[config.mk]
export PLATFORM = sky130hd
export DESIGN_NAME = standard_transaction_stream_parser_flat
export DESIGN_NICKNAME = d
export VERILOG_FILES = /design/src/sv/stsp_pkg.sv /design/src/sv/stsp_if.sv /design/src/sv/stsp_core.sv /design/src/sv/standard_transaction_stream_parser.sv /design/src/flat_wrapper.sv
export SDC_FILE = /design/constraint.sdc
export NUM_CORES = 1
export LEC_CHECK = 0
export BUFFER_PORTS_ARGS = -buffer_cell sky130_fd_sc_hd__buf_2
export CAP_MARGIN = 20
export CELL_PAD_IN_SITES_DETAIL_PLACEMENT = 2
export CELL_PAD_IN_SITES_GLOBAL_PLACEMENT = 2
export CORE_AREA = 2 2 208 210
export DETAILED_ROUTE_END_ITERATION = 16
export DIE_AREA = 0 0 210 212
export PLACE_DENSITY_LB_ADDON = 0.1
export SLEW_MARGIN = 10
export SYNTH_ARGS = -nofsm -noshare
export SYNTH_HDL_FRONTEND = slang
export SYNTH_SLANG_ARGS = --single-unit
export TNS_END_PERCENT = 20
[constraint.sdc]
create_clock -name i_clk -period 11 [get_ports i_clk]
set_clock_uncertainty 0.05 [all_clocks]
set_input_delay 1.65 -clock i_clk [delete_from_list [all_inputs] [get_ports i_clk]]
set_output_delay 1.65 -clock i_clk [all_outputs]
set_load 0.1 [all_outputs]
[src/sv/stsp_pkg.sv]
// ----------------------------------------------------------------------------
// stsp_pkg
// Types, codes and small tables for the transaction stream parser.
// ----------------------------------------------------------------------------
package stsp_pkg;

    localparam int unsigned LenW     = 24;
    localparam logic [LenW-1:0] MaxLengthReset = 24'd200000;

    localparam logic [7:0] VarintMax16 = 8'hfd;
    localparam logic [7:0] VarintMax32 = 8'hfe;
    localparam logic [31:0] InputLimit = 32'h0000_ffff;
    localparam logic [31:0] OutScriptLen = 32'h0000_0019;

    localparam logic [5:0] PrevLen  = 6'd36;
    localparam logic [5:0] WordLen  = 6'd4;
    localparam logic [5:0] AmtLen   = 6'd8;
    localparam logic [5:0] PreLen   = 6'd3;
    localparam logic [5:0] HashLen  = 6'd20;
    localparam logic [5:0] PostLen  = 6'd2;

    typedef enum logic [3:0] {
        PH_VER, PH_NIN, PH_PREV, PH_SLEN, PH_SCRIPT, PH_SEQ, PH_NOUT, PH_AMT,
        PH_OSLEN, PH_OPRE, PH_HASH, PH_OPOST, PH_LOCK, PH_HTYPE, PH_END
    } t_phase;

    typedef enum logic [2:0] {
        ST_OK, ST_FORMAT, ST_TOO_LARGE, ST_TOO_MANY_IN, ST_TOO_MANY_OUT, ST_NONSTD
    } t_status;

    typedef enum logic [1:0] {
        VI_PEND, VI_DONE, VI_BAD
    } t_vstat;

    localparam logic [1:0] KIND_OTHER  = 2'd0;
    localparam logic [1:0] KIND_AMOUNT = 2'd1;
    localparam logic [1:0] KIND_HASH   = 2'd2;

    typedef struct packed {
        logic [7:0] data_byte;
        logic       last_byte;
    } t_in_item;

    typedef struct packed {
        logic [7:0]  byte_out;
        logic        into_sig_hash;
        logic        into_tx_hash;
        logic [1:0]  field_kind;
        logic [4:0]  field_pos;
        logic [7:0]  output_number;
        logic        done_res;
        logic [2:0]  status;
        logic [15:0] input_count;
    } t_out_item;

    // length of the fixed-size field read in a phase
    function automatic logic [5:0] fixed_len(input t_phase ph);
        logic [5:0] len;
        begin
            unique case (ph)
                PH_VER, PH_SEQ, PH_LOCK, PH_HTYPE: len = WordLen;
                PH_PREV:  len = PrevLen;
                PH_AMT:   len = AmtLen;
                PH_OPRE:  len = PreLen;
                PH_HASH:  len = HashLen;
                PH_OPOST: len = PostLen;
                default:  len = 6'd0;
            endcase
            return len;
        end
    endfunction

    function automatic logic pat_used(input t_phase ph);
        return (ph == PH_VER) || (ph == PH_OPRE) || (ph == PH_OPOST) ||
               (ph == PH_LOCK) || (ph == PH_HTYPE);
    endfunction

    // expected byte, picked by bytes still to come in the field
    function automatic logic [7:0] pat_byte(input t_phase ph, input logic [5:0] left);
        logic [7:0] pb;
        begin
            unique case (ph)
                PH_VER, PH_HTYPE: pb = (left == 6'd4) ? 8'h01 : 8'h00;
                PH_OPRE:  pb = (left == 6'd3) ? 8'h76 : ((left == 6'd2) ? 8'ha9 : 8'h14);
                PH_OPOST: pb = (left == 6'd2) ? 8'h88 : 8'hac;
                default:  pb = 8'h00;
            endcase
            return pb;
        end
    endfunction

endpackage

[src/sv/stsp_if.sv]
// ----------------------------------------------------------------------------
// stsp_in_if / stsp_out_if
// Valid/ready channels for input bytes and tagged result bytes.
// ----------------------------------------------------------------------------
interface stsp_in_if import stsp_pkg::*; ();
    logic     valid;
    logic     ready;
    t_in_item data;

    modport source (output valid, output data, input ready);
    modport sink   (input valid, input data, output ready);
endinterface

interface stsp_out_if import stsp_pkg::*; ();
    logic      valid;
    logic      ready;
    t_out_item data;

    modport source (output valid, output data, input ready);
    modport sink   (input valid, input data, output ready);
endinterface

[src/sv/stsp_core.sv]
// ----------------------------------------------------------------------------
// stsp_core
// Parse state and per-byte decode: tags one byte and advances the state.
// ----------------------------------------------------------------------------
module stsp_core import stsp_pkg::*; (
    input  logic            i_clk,
    input  logic            i_rst_n,
    input  logic            i_step,
    input  t_in_item        i_item,
    input  logic [LenW-1:0] i_max_length,
    output t_out_item       o_res
);

    t_phase      r_phase, n_phase;
    logic [23:0] r_bcnt, n_bcnt;
    logic [5:0]  r_fbl, n_fbl;
    logic [31:0] r_vval, n_vval;
    logic [2:0]  r_vleft, n_vleft;
    logic [31:0] r_sbl, n_sbl;
    logic [15:0] r_itot, n_itot;
    logic [15:0] r_idone, n_idone;
    logic [7:0]  r_otot, n_otot;
    logic [7:0]  r_odone, n_odone;
    t_status     r_err, n_err;
    logic        r_mis, n_mis;

    always_ff @(posedge i_clk) begin
        if (!i_rst_n) begin
            r_phase <= PH_VER;
            r_bcnt  <= '0;
            r_fbl   <= WordLen;
            r_vval  <= '0;
            r_vleft <= '0;
            r_sbl   <= '0;
            r_itot  <= '0;
            r_idone <= '0;
            r_otot  <= '0;
            r_odone <= '0;
            r_err   <= ST_OK;
            r_mis   <= 1'b0;
        end else if (i_step) begin
            r_phase <= n_phase;
            r_bcnt  <= n_bcnt;
            r_fbl   <= n_fbl;
            r_vval  <= n_vval;
            r_vleft <= n_vleft;
            r_sbl   <= n_sbl;
            r_itot  <= n_itot;
            r_idone <= n_idone;
            r_otot  <= n_otot;
            r_odone <= n_odone;
            r_err   <= n_err;
            r_mis   <= n_mis;
        end
    end

    always_comb begin
        logic [7:0]  b;
        t_vstat      vi_stat;
        logic [31:0] vi_val;
        logic [5:0]  vi_fbl;
        logic [2:0]  vi_left;
        logic [5:0]  fx_len;
        logic        fx_skip;
        logic        fx_done;
        logic [5:0]  fx_fbl;
        logic        fx_mis;
        logic        ent;
        t_phase      ent_ph;
        logic [5:0]  ent_len;
        logic [31:0] sbl_dec;
        logic [15:0] idone_inc;
        logic [7:0]  odone_inc;
        t_status     fin;

        b = i_item.data_byte;

        n_phase = r_phase;
        n_bcnt  = r_bcnt;
        n_fbl   = r_fbl;
        n_vval  = r_vval;
        n_vleft = r_vleft;
        n_sbl   = r_sbl;
        n_itot  = r_itot;
        n_idone = r_idone;
        n_otot  = r_otot;
        n_odone = r_odone;
        n_err   = r_err;
        n_mis   = r_mis;
        ent     = 1'b0;
        ent_ph  = r_phase;
        ent_len = '0;
        fin     = ST_OK;

        o_res = '0;
        o_res.byte_out = b;
        o_res.done_res = i_item.last_byte;

        // varint decode step
        vi_stat = VI_PEND;
        vi_val  = r_vval;
        vi_fbl  = r_fbl;
        vi_left = r_vleft;
        if (r_vleft == 3'd0) begin
            if (b < VarintMax16) begin
                vi_stat = VI_DONE;
                vi_val  = {24'd0, b};
            end else if (b == VarintMax16) begin
                vi_left = 3'd2;
                vi_val  = '0;
                vi_fbl  = '0;
            end else if (b == VarintMax32) begin
                vi_left = 3'd4;
                vi_val  = '0;
                vi_fbl  = '0;
            end else begin
                vi_stat = VI_BAD;
            end
        end else begin
            vi_val  = r_vval | ({24'd0, b} << {r_fbl[1:0], 3'b000});
            vi_fbl  = r_fbl + 6'd1;
            vi_left = r_vleft - 3'd1;
            vi_stat = (r_vleft == 3'd1) ? VI_DONE : VI_PEND;
        end

        // fixed-size field step
        fx_len  = fixed_len(r_phase);
        fx_skip = (r_fbl == 6'd0) || (r_fbl > fx_len);
        fx_done = fx_skip || (r_fbl == 6'd1);
        fx_fbl  = fx_skip ? r_fbl : (r_fbl - 6'd1);
        fx_mis  = r_mis | (!fx_skip && pat_used(r_phase) && (pat_byte(r_phase, r_fbl) != b));

        sbl_dec   = (r_sbl != 32'd0) ? (r_sbl - 32'd1) : r_sbl;
        idone_inc = r_idone + 16'd1;
        odone_inc = r_odone + 8'd1;

        if (r_err == ST_OK && r_bcnt >= i_max_length) begin
            n_err = ST_TOO_LARGE;
        end
        if (r_bcnt != 24'hff_ffff) begin
            n_bcnt = r_bcnt + 24'd1;
        end

        if (n_err == ST_OK) begin
            o_res.into_sig_hash = 1'b1;
            o_res.into_tx_hash  = !((r_phase == PH_SLEN) || (r_phase == PH_SCRIPT));
            if (r_phase == PH_AMT && r_fbl >= 6'd1 && r_fbl <= AmtLen) begin
                o_res.field_kind    = KIND_AMOUNT;
                o_res.field_pos     = 5'(AmtLen - r_fbl);
                o_res.output_number = r_odone;
            end else if (r_phase == PH_HASH && r_fbl >= 6'd1 && r_fbl <= HashLen) begin
                o_res.field_kind    = KIND_HASH;
                o_res.field_pos     = 5'(HashLen - r_fbl);
                o_res.output_number = r_odone;
            end

            unique case (r_phase)
                PH_VER: begin
                    n_fbl = fx_fbl;
                    n_mis = fx_mis;
                    if (fx_done) begin
                        if (fx_mis) n_err = ST_FORMAT;
                        else begin
                            ent = 1'b1; ent_ph = PH_NIN; ent_len = '0;
                        end
                    end
                end
                PH_NIN: begin
                    n_fbl = vi_fbl; n_vleft = vi_left; n_vval = vi_val;
                    if (vi_stat == VI_BAD) n_err = ST_FORMAT;
                    else if (vi_stat == VI_DONE) begin
                        if (vi_val == 32'd0) n_err = ST_FORMAT;
                        else if (vi_val >= InputLimit) n_err = ST_TOO_MANY_IN;
                        else begin
                            n_itot  = vi_val[15:0];
                            n_idone = '0;
                            ent = 1'b1; ent_ph = PH_PREV; ent_len = PrevLen;
                        end
                    end
                end
                PH_PREV, PH_AMT, PH_HASH: begin
                    n_fbl = fx_fbl;
                    n_mis = fx_mis;
                    if (fx_done) begin
                        ent = 1'b1;
                        unique case (r_phase)
                            PH_PREV: begin ent_ph = PH_SLEN;  ent_len = '0;     end
                            PH_AMT:  begin ent_ph = PH_OSLEN; ent_len = '0;     end
                            default: begin ent_ph = PH_OPOST; ent_len = PostLen; end
                        endcase
                    end
                end
                PH_SLEN: begin
                    n_fbl = vi_fbl; n_vleft = vi_left; n_vval = vi_val;
                    if (vi_stat == VI_BAD) n_err = ST_FORMAT;
                    else if (vi_stat == VI_DONE) begin
                        n_sbl = vi_val;
                        ent   = 1'b1;
                        if (vi_val == 32'd0) begin
                            ent_ph = PH_SEQ; ent_len = WordLen;
                        end else begin
                            ent_ph = PH_SCRIPT; ent_len = '0;
                        end
                    end
                end
                PH_SCRIPT: begin
                    n_sbl = sbl_dec;
                    if (sbl_dec == 32'd0) begin
                        ent = 1'b1; ent_ph = PH_SEQ; ent_len = WordLen;
                    end
                end
                PH_SEQ: begin
                    n_fbl = fx_fbl;
                    n_mis = fx_mis;
                    if (fx_done) begin
                        n_idone = idone_inc;
                        ent     = 1'b1;
                        if (idone_inc >= r_itot) begin
                            ent_ph = PH_NOUT; ent_len = 6'd1;
                        end else begin
                            ent_ph = PH_PREV; ent_len = PrevLen;
                        end
                    end
                end
                PH_NOUT: begin
                    if (b == 8'd0) n_err = ST_FORMAT;
                    else if (b >= VarintMax16) n_err = ST_TOO_MANY_OUT;
                    else begin
                        n_otot  = b;
                        n_odone = '0;
                        ent = 1'b1; ent_ph = PH_AMT; ent_len = AmtLen;
                    end
                end
                PH_OSLEN: begin
                    n_fbl = vi_fbl; n_vleft = vi_left; n_vval = vi_val;
                    if (vi_stat == VI_BAD) n_err = ST_FORMAT;
                    else if (vi_stat == VI_DONE) begin
                        if (vi_val != OutScriptLen) n_err = ST_NONSTD;
                        else begin
                            ent = 1'b1; ent_ph = PH_OPRE; ent_len = PreLen;
                        end
                    end
                end
                PH_OPRE, PH_LOCK, PH_HTYPE: begin
                    n_fbl = fx_fbl;
                    n_mis = fx_mis;
                    if (fx_done) begin
                        if (fx_mis) n_err = ST_NONSTD;
                        else begin
                            ent = 1'b1;
                            unique case (r_phase)
                                PH_OPRE: begin ent_ph = PH_HASH;  ent_len = HashLen; end
                                PH_LOCK: begin ent_ph = PH_HTYPE; ent_len = WordLen; end
                                default: begin ent_ph = PH_END;   ent_len = '0;      end
                            endcase
                        end
                    end
                end
                PH_OPOST: begin
                    n_fbl = fx_fbl;
                    n_mis = fx_mis;
                    if (fx_done) begin
                        if (fx_mis) n_err = ST_NONSTD;
                        else begin
                            n_odone = odone_inc;
                            ent     = 1'b1;
                            if (odone_inc >= r_otot) begin
                                ent_ph = PH_LOCK; ent_len = WordLen;
                            end else begin
                                ent_ph = PH_AMT; ent_len = AmtLen;
                            end
                        end
                    end
                end
                default: begin
                    // junk after a complete transaction
                    n_err = ST_FORMAT;
                end
            endcase

            if (ent) begin
                n_phase = ent_ph;
                n_fbl   = ent_len;
                n_vleft = '0;
                n_vval  = '0;
                n_mis   = 1'b0;
            end
        end

        if (i_item.last_byte) begin
            fin = n_err;
            if (n_err == ST_OK && n_phase != PH_END) fin = ST_FORMAT;
            o_res.status      = fin;
            o_res.input_count = n_itot;
            // next byte opens a fresh transaction
            n_phase = PH_VER;
            n_bcnt  = '0;
            n_fbl   = WordLen;
            n_vval  = '0;
            n_vleft = '0;
            n_sbl   = '0;
            n_itot  = '0;
            n_idone = '0;
            n_otot  = '0;
            n_odone = '0;
            n_err   = ST_OK;
            n_mis   = 1'b0;
        end
    end

endmodule

[src/sv/standard_transaction_stream_parser.sv]
// ----------------------------------------------------------------------------
// standard_transaction_stream_parser
// Byte-serial checker and tagger for standard pay-to-address transactions.
// ----------------------------------------------------------------------------
//  channel   | dir | handshake     | payload
//  ----------+-----+---------------+-------------------------------------------
//  i_in      | in  | valid/ready   | data_byte, last_byte
//  o_out     | out | valid/ready   | byte_out, hash flags, tags, status, count
//  i_cfg_*   | in  | write enable  | max_length (24 bit)
//
//  one byte per cycle sustained while the output is not stalled; a byte passes
//  the input register, then the core and the output register. The rate is set by
//  the per-byte state update in the core, one step a cycle while not stalled;
//  synchronous reset clears the parse state and sets max_length to 200000;
//  a stalled output holds its result; the input register still takes a byte
//  while it is empty or while the output is free or being drained
module standard_transaction_stream_parser import stsp_pkg::*; (
    input  logic            i_clk,
    input  logic            i_rst_n,
    input  logic            i_cfg_we,
    input  logic [LenW-1:0] i_cfg_wdata,
    stsp_in_if.sink         i_in,
    stsp_out_if.source      o_out
);

    logic            r_in_vld;
    t_in_item        r_in_item;
    logic            r_out_vld;
    t_out_item       r_out_item;
    logic [LenW-1:0] r_max_length;
    logic            w_adv;
    logic            w_accept;
    t_out_item       w_res;

    assign w_adv      = r_in_vld && (!r_out_vld || o_out.ready);
    assign i_in.ready = !r_in_vld || w_adv;
    assign w_accept   = i_in.valid && i_in.ready;

    always_ff @(posedge i_clk) begin
        if (!i_rst_n) begin
            r_max_length <= MaxLengthReset;
        end else if (i_cfg_we) begin
            r_max_length <= i_cfg_wdata;
        end
    end

    always_ff @(posedge i_clk) begin
        if (!i_rst_n) begin
            r_in_vld <= 1'b0;
        end else if (w_accept) begin
            r_in_vld <= 1'b1;
        end else if (w_adv) begin
            r_in_vld <= 1'b0;
        end
    end

    always_ff @(posedge i_clk) begin
        if (w_accept) begin
            r_in_item <= i_in.data;
        end
    end

    stsp_core u_core (
        .i_clk        (i_clk),
        .i_rst_n      (i_rst_n),
        .i_step       (w_adv),
        .i_item       (r_in_item),
        .i_max_length (r_max_length),
        .o_res        (w_res)
    );

    always_ff @(posedge i_clk) begin
        if (!i_rst_n) begin
            r_out_vld <= 1'b0;
        end else if (w_adv) begin
            r_out_vld <= 1'b1;
        end else if (o_out.ready) begin
            r_out_vld <= 1'b0;
        end
    end

    always_ff @(posedge i_clk) begin
        if (w_adv) begin
            r_out_item <= w_res;
        end
    end

    assign o_out.valid = r_out_vld;
    assign o_out.data  = r_out_item;

endmodule

[src/flat_wrapper.sv]
// flat-port wrapper written by rule: the top's interface ports become plain ports
module standard_transaction_stream_parser_flat import stsp_pkg::*;
  (i_clk, i_rst_n, i_cfg_we, i_cfg_wdata, i_in_valid, i_in_data, i_in_ready, o_out_valid, o_out_data, o_out_ready);
  stsp_in_if i_in_i ();
  stsp_out_if o_out_i ();
  input  logic i_clk;
  input  logic i_rst_n;
  input  logic i_cfg_we;
  input  logic [LenW-1:0] i_cfg_wdata;
  input wire logic [$bits(i_in_i.valid)-1:0] i_in_valid;
  input wire logic [$bits(i_in_i.data)-1:0] i_in_data;
  output wire logic [$bits(i_in_i.ready)-1:0] i_in_ready;
  output wire logic [$bits(o_out_i.valid)-1:0] o_out_valid;
  output wire logic [$bits(o_out_i.data)-1:0] o_out_data;
  input wire logic [$bits(o_out_i.ready)-1:0] o_out_ready;
  assign i_in_i.valid = i_in_valid;
  assign i_in_i.data = i_in_data;
  assign i_in_ready = i_in_i.ready;
  assign o_out_valid = o_out_i.valid;
  assign o_out_data = o_out_i.data;
  assign o_out_i.ready = o_out_ready;
  standard_transaction_stream_parser u_core (.i_clk(i_clk), .i_rst_n(i_rst_n), .i_cfg_we(i_cfg_we), .i_cfg_wdata(i_cfg_wdata), .i_in(i_in_i), .o_out(o_out_i));
endmodule
==> results of run 1 <==
worst paths after layout:
| path | startpoint | to | slack (ns) | cells past startpoint |
|---|---|---|---|---|
| setup / recovery | u_core.u_core.r_vleft[0] | u_core.u_core.r_vval[28] | 5.69 | 13 |
| hold / removal | u_core.u_core.r_vleft[1] | u_core.u_core.r_vleft[1] | 0.42 | 2 |
| setup reg to reg | u_core.u_core.r_vleft[0] | u_core.u_core.r_vval[28] | 5.69 | 13 |
| hold reg to reg | u_core.u_core.r_vleft[1] | u_core.u_core.r_vleft[1] | 0.42 | 2 |
state kept, by name, summed over array words and instances, names as in the netlist, 4 cells and up, named ones only:
register / cells
u_core.u_core.r_fbl: 6
u_core.u_core.r_bcnt: 24
u_core.u_core.r_odone: 8
u_core.r_in_item: 9
u_core.u_core.r_sbl: 32
u_core.u_core.r_otot: 8
u_core.u_core.r_itot: 16
u_core.o_out.data: 45
u_core.u_core.r_phase: 4
u_core.r_max_length: 24
u_core.u_core.r_idone: 16
u_core.u_core.r_vval: 32
cells in the mapped netlist, drive strengths merged, types with 5 or more instances:
cell type | instances | area [um^2]
o21a | 13 | 98.9
a211o | 8 | 70.1
a21boi | 50 | 375
a311oi | 5 | 43.8
dfxtp | 185 | 3700
nor3 | 58 | 305
mux2i | 39 | 390
xor2 | 29 | 254
and3 | 34 | 213
o211a | 6 | 60.1
nor2 | 164 | 616
a21o | 19 | 143
o22ai | 6 | 37.5
a21oi | 100 | 500
nand4 | 19 | 119
a32o | 5 | 50.1
a2111oi | 8 | 70.1
nor4 | 25 | 178
nand2b | 14 | 87.6
or2 | 10 | 62.6
a31oi | 20 | 125
o31ai | 5 | 37.5
or4 | 14 | 113
a32oi | 8 | 70.1
inv | 87 | 327
or3 | 26 | 163
a22oi | 33 | 248
and4 | 8 | 70.1
o21ai | 108 | 552
ha | 66 | 826
xnor2 | 23 | 201
and2 | 31 | 194
o211ai | 22 | 179
nor2b | 83 | 519
nand3b | 16 | 120
a211oi | 16 | 120
nand2 | 125 | 472
nand3 | 68 | 353
buf | 20 | 92.6
edfxtp | 54 | 1620
clkbuf | 82 | 308
layout by cell type (no fill, tap or decap), drive strengths merged, types with 29 or more instances in the layout:
cell    instances
a21boi         50
a21oi         100
a22oi          33
and2           31
and3           34
buf           113
clkbuf         42
dfxtp         185
edfxtp         54
ha             66
inv            87
mux2i          39
nand2         125
nand3          68
nor2          164
nor2b          83
nor3           58
o21ai         108
xor2           29
worst register-to-register path: cells and delay by family (launching register included):
kind / cells / cell delay (ns)
simple gates: 7 / 2.88
fa+ha+maj: 1 / 0.27
flops: 1 / 0.38
buf+inv: 1 / 0.08
compound gates: 4 / 1.51
per-layer routing:
layer	GRT usage, %	vias to the layer above	routed length [um]
li1	-	6479	-
met1	32.7	6947	25200
met2	41.7	214	25800
met3	2.27	68	1610
met4	5.87	0	1140
met5	0	-	0
power breakdown:
group	leakage [uW]	internal, uW	switching (uW)
registers	0.00200	916	18.9
logic	0.00375	80.3	209
clock network	0.000459	560	408
total	0.00622	1560	636
kinds of logic after synthesis:
logic type | after synthesis
compound gates | 469
xor+xnor | 52
fa+ha+maj | 66
buf+inv | 190
flops | 239
mux | 39
simple gates | 710
area by class of cell:
class                   instances  area (um^2)  area share (%)
repair buffers                113          648            3.94
flip-flops and latches        239         5330            32.3
inverters                      88          330            2.01
clock inverters                11         85.1           0.517
clock buffers                  42          856            5.20
well taps                     546          683            4.15
multi-input cells            1336         8540            51.9
metrics by stage:
| stage | std cells | hold WS, ns | cell area (um^2) | util [%] |
|---|---|---|---|---|
| floorplan | 1765 | 0.371 | 14600 | - |
| global placement | 2319 | 0.410 | 15500 | 36.5 |
| detailed placement | 2322 | 0.419 | 15500 | 36.5 |
| CTS | 2375 | 0.427 | 16500 | 38.7 |
| global route | 2375 | 0.450 | 16500 | 38.7 |
| finish | 2375 | 0.419 | 16500 | 38.7 |
==> flow_summary.ini, run 1 <==
[clock_network]
clock_path_buffers = 3
cts.hold.buffers_added = 0
clk_latency_ns = 0.57
numCtsBuffers = 29
root_buffer = clkbuf_16
post_cts_buffers = 0
cts.sinks = 239
cts_resized = 0
cts_tree = done
cts.htree.levels = 1
path_clk_slew_ns = 0.06

[critical_path]
critPathMaxStageDelay_ns = 0.70
crit_fanout = 23
critPathKind = flip-flop to flip-flop
cpLargestDelayFamily = simple AND/OR/NAND/NOR gates
cpMostUsedCell = o21ai_2
path_cells = inv_1 -> ha_1 -> nand2b_1 -> nand2_1 -> a32o_1 -> or4_1 -> nor4_1 -> a31oi_1 -> and4_1 -> nand3_4 -> o21ai_2 -> o21ai_2 -> nor2_1
cp_slowest_cell = nand2b_1
endpoint_kind = flip-flop
crit_required_ns = 11.37
crit_buf_inv = 1
start_kind = flip-flop
crit_arrival_ns = 5.68

[sta]
period_needed_ns = 5.31
hold_viol = 0
worstMarginPinSlew_ns = 1.04
fmax_mhz = 188
post-route-period-util_pct = 48.2
finalWorstSetupSlack_ns = 5.69
tns_ns = 0
setup_viol = 0
rsz0062_at_grt = false
relSlewSlack_pct = 30.4
final-max-slew-violation-count = 0

[place]
hpwl_um = 38900
port_buffers = 84
gp_congestion = 0.863
pre_cts_ws_ns = 5.84

[global_routing]
antenna_found_initial = 0
grt_max_degree = 79
grt_pass1_wl_um = 85500
grt_overflow_total = 0
grt_util_all_layers_pct = 24.2
grt_pass1_vias = 14606

[synthesis]
yosys_warnings = 0
postSynthNetCount = 1869
yosysSeqAreaShare_pct = 36.6
synth_area_um2 = 14600
synthAdderAreaFrac_pct = 5.67
ys_types = 83
synth-xor-area-share_pct = 3.13
synth-simple-area-share_pct = 25.5
ys_ff_latch = 239
synthMuxAreaShare_pct = 2.68
ys.flop_type = dfxtp_1
synth_compound_area_share_pct = 21.4
synth-edff-count = 54
synth_async_sr_flop_share_pct = 0
synth_top_family_by_area = simple AND/OR/NAND/NOR gates
syn_inst = 1765
syn_area_per_cell_um2 = 8.25

[power_and_ir_drop]
p_total_uw = 2190
vdd_drop_max_mv = 0.0912
power_leakage_uw = 0.00622
p_per_area_nw_per_um2 = 133

[floorplan]
num_rows = 76
coreArea_um2 = 42500
die_w_um = 210
dieArea_um2 = 44500
dieHeight_um = 212
start_util_pct = 34.3
ios = 85

[detailed_routing]
vias = 13708
vias_per_cell = 5.77
wl_per_cell_um = 22.6
final_antenna_net_count = 0
dr.pass1.iters = 5
post-route-drc-count = 0
wl_um = 53800
dr.first_iter.drc_count = 790

[finish]
n_antenna_cell = 0
syn2layout_area_growth_pct = 13.0
nets = 1911
drive_above_1_share_pct = 10.5
fill_cells = 4784

[min_path]
hold_class = flip-flop to flip-flop

[outcome]
status = complete, no violations

[job]
maxCapViolCount = 0
(Power assumes the default switching activity.)
==> run 2, diff against run 1 <==
Clock period 11 ns to 5.13 ns, I/O delays scaled along.
==> run 2 against run 1 <==
Against the previous run: clock-buffer cell count shrank 5; first-iteration DRC count fell by 1.8%; via count rose by 1.6%; worst setup slack lost 5.4 ns; sequential cell count unchanged; combinational power up 120%; hold slack worse by 0.11 ns; clock power grew 140%; critical path type unchanged; largest power group unchanged; highest routed layer unchanged.
==> flow_summary.ini, run 2 (same netlist as run 1, synthesis figures left out) <==
[outcome]
status = complete, no violations

[detailed_routing]
wl_um = 54800
maxUsedRoutingLayer = met4
wl_met3_um = 2280
drt-met1-wl_um = 25100
dr.first_iter.drc_count = 776
final_antenna_net_count = 0
vias_per_cell = 5.76
wl_met2_um = 26200
vias = 13922
wl_per_cell_um = 22.7
dr.pass1.iters = 5
post-route-drc-count = 0

[job]
maxCapViolCount = 0

[global_routing]
grt_pass1_wl_um = 86600
grt_overflow_total = 0
grt_max_degree = 57
grt_util_all_layers_pct = 24.8
grt_pass1_vias = 14732
antenna_found_initial = 1

[clock_network]
cts_tree = done
clock_path_buffers = 3
cts.htree.levels = 1
cts.sinks = 239
path_clk_slew_ns = 0.07
cts.hold.buffers_added = 0
clk_latency_ns = 0.59
root_buffer = clkbuf_16
numCtsBuffers = 31

[finish]
n_antenna_cell = 0
seq_area_um2 = 5330
fill_cells = 4799
layout_commonest_cell = dfxtp_1
syn2layout_area_growth_pct = 15.9
final_cells = 2416
largest_reg_flops = 45
nets = 1949
final_cell_mix = 185 x dfxtp_1, 164 x nor2_1, 124 x nand2_1, 100 x a21oi_1, 100 x o21ai_0
final_util_pct = 39.7
drive_above_1_share_pct = 12.6
multiInputGateArea_um2 = 8540

[power_and_ir_drop]
p_total_uw = 5020
pwr-share-comb_pct = 12.8
p_clk_share_pct = 47.3
p_per_area_nw_per_um2 = 297
intPower_uw = 3610
power_leakage_uw = 0.00646
vdd_drop_max_mv = 0.215
p_switching_uw = 1410
seq_power_share_pct = 39.9
switching_share_pct = 28.0

[place]
port_buffers = 84
place.detailed.instances = 2358
gp_congestion = 0.897
hpwl_um = 40300

[critical_path]
start_kind = flip-flop
crit_fanout = 14
critPathKind = flip-flop to flip-flop
rrSetupSlack_ns = 0.29
crit_required_ns = 5.59
endpoint_kind = flip-flop
crit_arrival_ns = 5.30

[sta]
period_needed_ns = 4.84
final-max-slew-violation-count = 0
setup_viol = 0
fmax_mhz = 207
relSlewSlack_pct = 32.4
worstMarginPinSlew_ns = 1.01
post-route-period-util_pct = 94.4
tns_ns = 0
hold_viol = 0
rsz0062_at_grt = true

[floorplan]
num_rows = 76
die_w_um = 210
dieHeight_um = 212
start_util_pct = 34.3
dieArea_um2 = 44500
ios = 85
coreArea_um2 = 42500

[min_path]
hold_class = input port to flip-flop
-- run 2: stage by stage --
stage                     worst slack [ns]  hold WS (ns)  area, um^2
after floorplan                      0.990         0.371       14600
after global placement               0.471         0.402       15800
after detailed placement             0.263         0.421       15800
after CTS                            0.239         0.291       16900
after global routing               -0.0219         0.307       16900
final                                0.288         0.314       16900
-- run 2: path summary, 6_finish.rpt --
| path | depth (start not counted) | startpoint | to |
|---|---|---|---|
| setup reg to reg | 14 | u_core.u_core.r_sbl[0] | flip-flop |
| setup / recovery | 14 | u_core.u_core.r_sbl[0] | flip-flop |
| hold reg to reg | 2 | u_core.u_core.r_vval[9] | u_core.u_core.r_vval[9] |
| hold / removal | 1 | i_in_data[4] | u_core.r_in_item[4] |
-- run 2: worst max-delay path, stage by stage (launching register included) --
cell,delay (ns)
dfxtp_1,0.35
inv_1,0.12
ha_1,0.28
or4b_2,0.68
nor4_4,0.39
and4_4,0.34
xnor2_1,0.12
o211ai_1,0.10
or4_1,0.53
or4_4,0.62
nand3_4,0.26
o211ai_4,0.17
a211oi_1,0.40
nand3_1,0.19
nor2_1,0.15
-- run 2: timing repair --
action	CTS	global route
endpoints found under the hold margin	0	0
buffers inserted	0	0
setup endpoints to repair	0	3
gates resized for setup	0	2
-- run 2: per-layer routing --
metal,up-vias,global-route usage (%)
met5,-,0
met2,279,43.0
met1,7001,33.1
met3,67,2.85
li1,6575,-
met4,0,5.53
-- run 2: layout make-up --
class	instances	share of cell area [%]
multi-input cells	1336	50.6
flip-flops and latches	239	31.5
repair buffers	149	5.39
clock buffers	37	4.73
well taps	546	4.05
inverters	88	1.96
clock inverters	21	1.75
-- run 2: power groups by stage --
stage	clock network [uW]	registers, uW	logic [uW]
6_report	2370	2000	644
4_1_cts	2430	2000	646
5_1_grt	2510	2010	695
3_3_place_gp	0	2040	631
2_1_floorplan	0	2130	334
3_5_place_dp	0	2040	642
==> run 3, diff against run 2 <==
Settings changed: GPL_TIMING_DRIVEN set to 0.
==> run 3 against run 2 <==
Against the previous run: critical path depth is 1 higher; clock power is 11% lower; global-route usage is 1.6 points higher; non-clock buffer count is 40 higher; combinational power is 5.6% higher; largest cell class unchanged.
==> flow_summary.ini, run 3 (same netlist as run 1, synthesis figures left out) <==
[outcome]
status = complete, no violations

[place]
placed_area_um2 = 15700
gp_congestion = 0.908
port_buffers = 82
place.detailed.instances = 2396
hpwl_um = 44500

[floorplan]
coreArea_um2 = 42500
die_w_um = 210
dieArea_um2 = 44500
ios = 85
num_rows = 76
dieHeight_um = 212
start_util_pct = 34.3

[global_routing]
grt_overflow_total = 0
antenna_found_initial = 2
grt_max_degree = 55
grt_util_all_layers_pct = 26.4
grt_pass1_vias = 15202
grt_pass1_wl_um = 90700

[min_path]
hold_class = input port to flip-flop
hold_depth = 1
min-delay-start = i_in_data[2]
hold_end = u_core.r_in_item[2]

[critical_path]
r2r_end = u_core.u_core.r_vval[30]
startpoint = u_core.u_core.r_sbl[0]
crit_arrival_ns = 5.51
crit_fanout = 10
reg2regPathDepth = 15
start_kind = flip-flop
crit_required_ns = 5.54
endpoint_kind = flip-flop
timing.rr.start = u_core.u_core.r_sbl[0]
critPathKind = flip-flop to flip-flop
rrSetupSlack_ns = 0.04

[detailed_routing]
vias = 14385
wl_um = 58700
final_antenna_net_count = 0
post-route-drc-count = 0
dr.first_iter.drc_count = 972
vias_per_cell = 5.87
dr.pass1.iters = 5
wl_per_cell_um = 24.0

[finish]
final_cell_mix = 184 x dfxtp_1, 162 x nor2_1, 124 x nand2_1, 101 x o21ai_0, 98 x a21oi_1
largest_reg_flops = 45
n_antenna_cell = 0
fin_area_um2 = 16700
final_cells = 2452
multiInputGateArea_um2 = 8580
final_util_pct = 39.4
nets = 1988
drive_above_1_share_pct = 10.0
layout_commonest_cell = dfxtp_1
syn2layout_area_growth_pct = 14.9
seq_area_um2 = 5330
fill_cells = 4832

[clock_network]
path_clk_slew_ns = 0.06
cts_tree = done
root_buffer = clkbuf_16
numCtsBuffers = 30
cts.htree.levels = 1
clk_latency_ns = 0.59
clock_path_buffers = 3
cts.sinks = 239

[power_and_ir_drop]
p_switching_uw = 1390
pwr-share-comb_pct = 14.2
p_per_area_nw_per_um2 = 286
intPower_uw = 3400
switching_share_pct = 29.0
seq_power_share_pct = 41.6
power_leakage_uw = 0.00628
vdd_drop_max_mv = 0.249
p_clk_share_pct = 44.2

[sta]
relSlewSlack_pct = 31.4
fmax_mhz = 196
hold_viol = 0
setup_viol = 0
worstMarginPinSlew_ns = 1.02
rsz0062_at_grt = true
tns_ns = 0
period_needed_ns = 5.09
whs_ns = 0.325
final-max-slew-violation-count = 0
post-route-period-util_pct = 99.3

[job]
maxCapViolCount = 0
-- run 3: changes by cell type in the layout (fill, tap and decap cells not counted), sizes merged --
cell	change
buf	-44
inv	-1
clkinvlp	-4
clkinv	-3
bufinv	-5
clkbuf	+93
-- run 3: final cells by class --
| type | instances | share of cell area [%] |
|---|---|---|
| inverter | 88 | 1.97 |
| timing repair buffer | 87 | 2.65 |
| clock inverter | 8 | 0.553 |
| clock buffer | 46 | 5.21 |
| multi-input combinational | 1336 | 51.3 |
| buffer | 102 | 2.47 |
| sequential | 239 | 31.8 |
| tap | 546 | 4.08 |
-- run 3: what timing repair did --
action,4_1_cts,5_1_grt
resized for setup,8,16
hold buffers,0,0
endpoints found under the setup margin,63,73
setup buffers,0,2
pin swaps,0,1
cloned,0,0
-- run 3: per-stage QoR --
| step | setup WS, ns | total power, uW |
|---|---|---|
| after floorplan | 0.990 | 2460 |
| after global placement | -0.803 | 2680 |
| after detailed placement | -0.578 | 2700 |
| after CTS | 0.0116 | 4830 |
| after global routing | -0.156 | 4960 |
| final | 0.0368 | 4790 |
-- run 3: power groups by stage --
stage	combinational, uW	clock [uW]	sequential (uW)
after floorplan	334	0	2130
after global placement	650	0	2030
after detailed placement	662	0	2030
after CTS	669	2170	1990
after global routing	724	2240	2000
final	680	2120	1990
-- run 3: worst max path at each step --
stage	cells past startpoint	slack, ns	endpoint
after floorplan	14	0.99	flip-flop
final	15	0.04	u_core.u_core.r_vval[30]
after global placement	13	-0.80	u_core.u_core.r_idone[12]
after detailed placement	16	-0.58	u_core.u_core.r_vval[12]
after CTS	13	0.01	u_core.u_core.r_vval[12]
after global routing	15	-0.16	u_core.u_core.r_vval[25]
-- run 3: worst max-delay path, cell delays in order (launching register included) --
cell and delay (ns):
dfxtp_1 0.36, inv_1 0.14, ha_1 0.31, or4b_2 0.68
nor4_4 0.38, nand3_1 0.19, a31oi_1 0.36, a21boi_0 0.38
o2111ai_1 0.27, or4_4 0.64, nand3_4 0.17, buf_4 0.25
nor2_1 0.07, o21ai_2 0.31, buf_2 0.30, nor2_1 0.08
-- run 3: layer usage --
metal / vias up / part of all wire (%) / global-route usage, %
met5: - / 0 / 0
met4: 0 / 3.1 / 8.22
met3: 93 / 4.5 / 3.41
met2: 330 / 47 / 45.1
met1: 7316 / 45 / 34.6
li1: 6646 / - / -
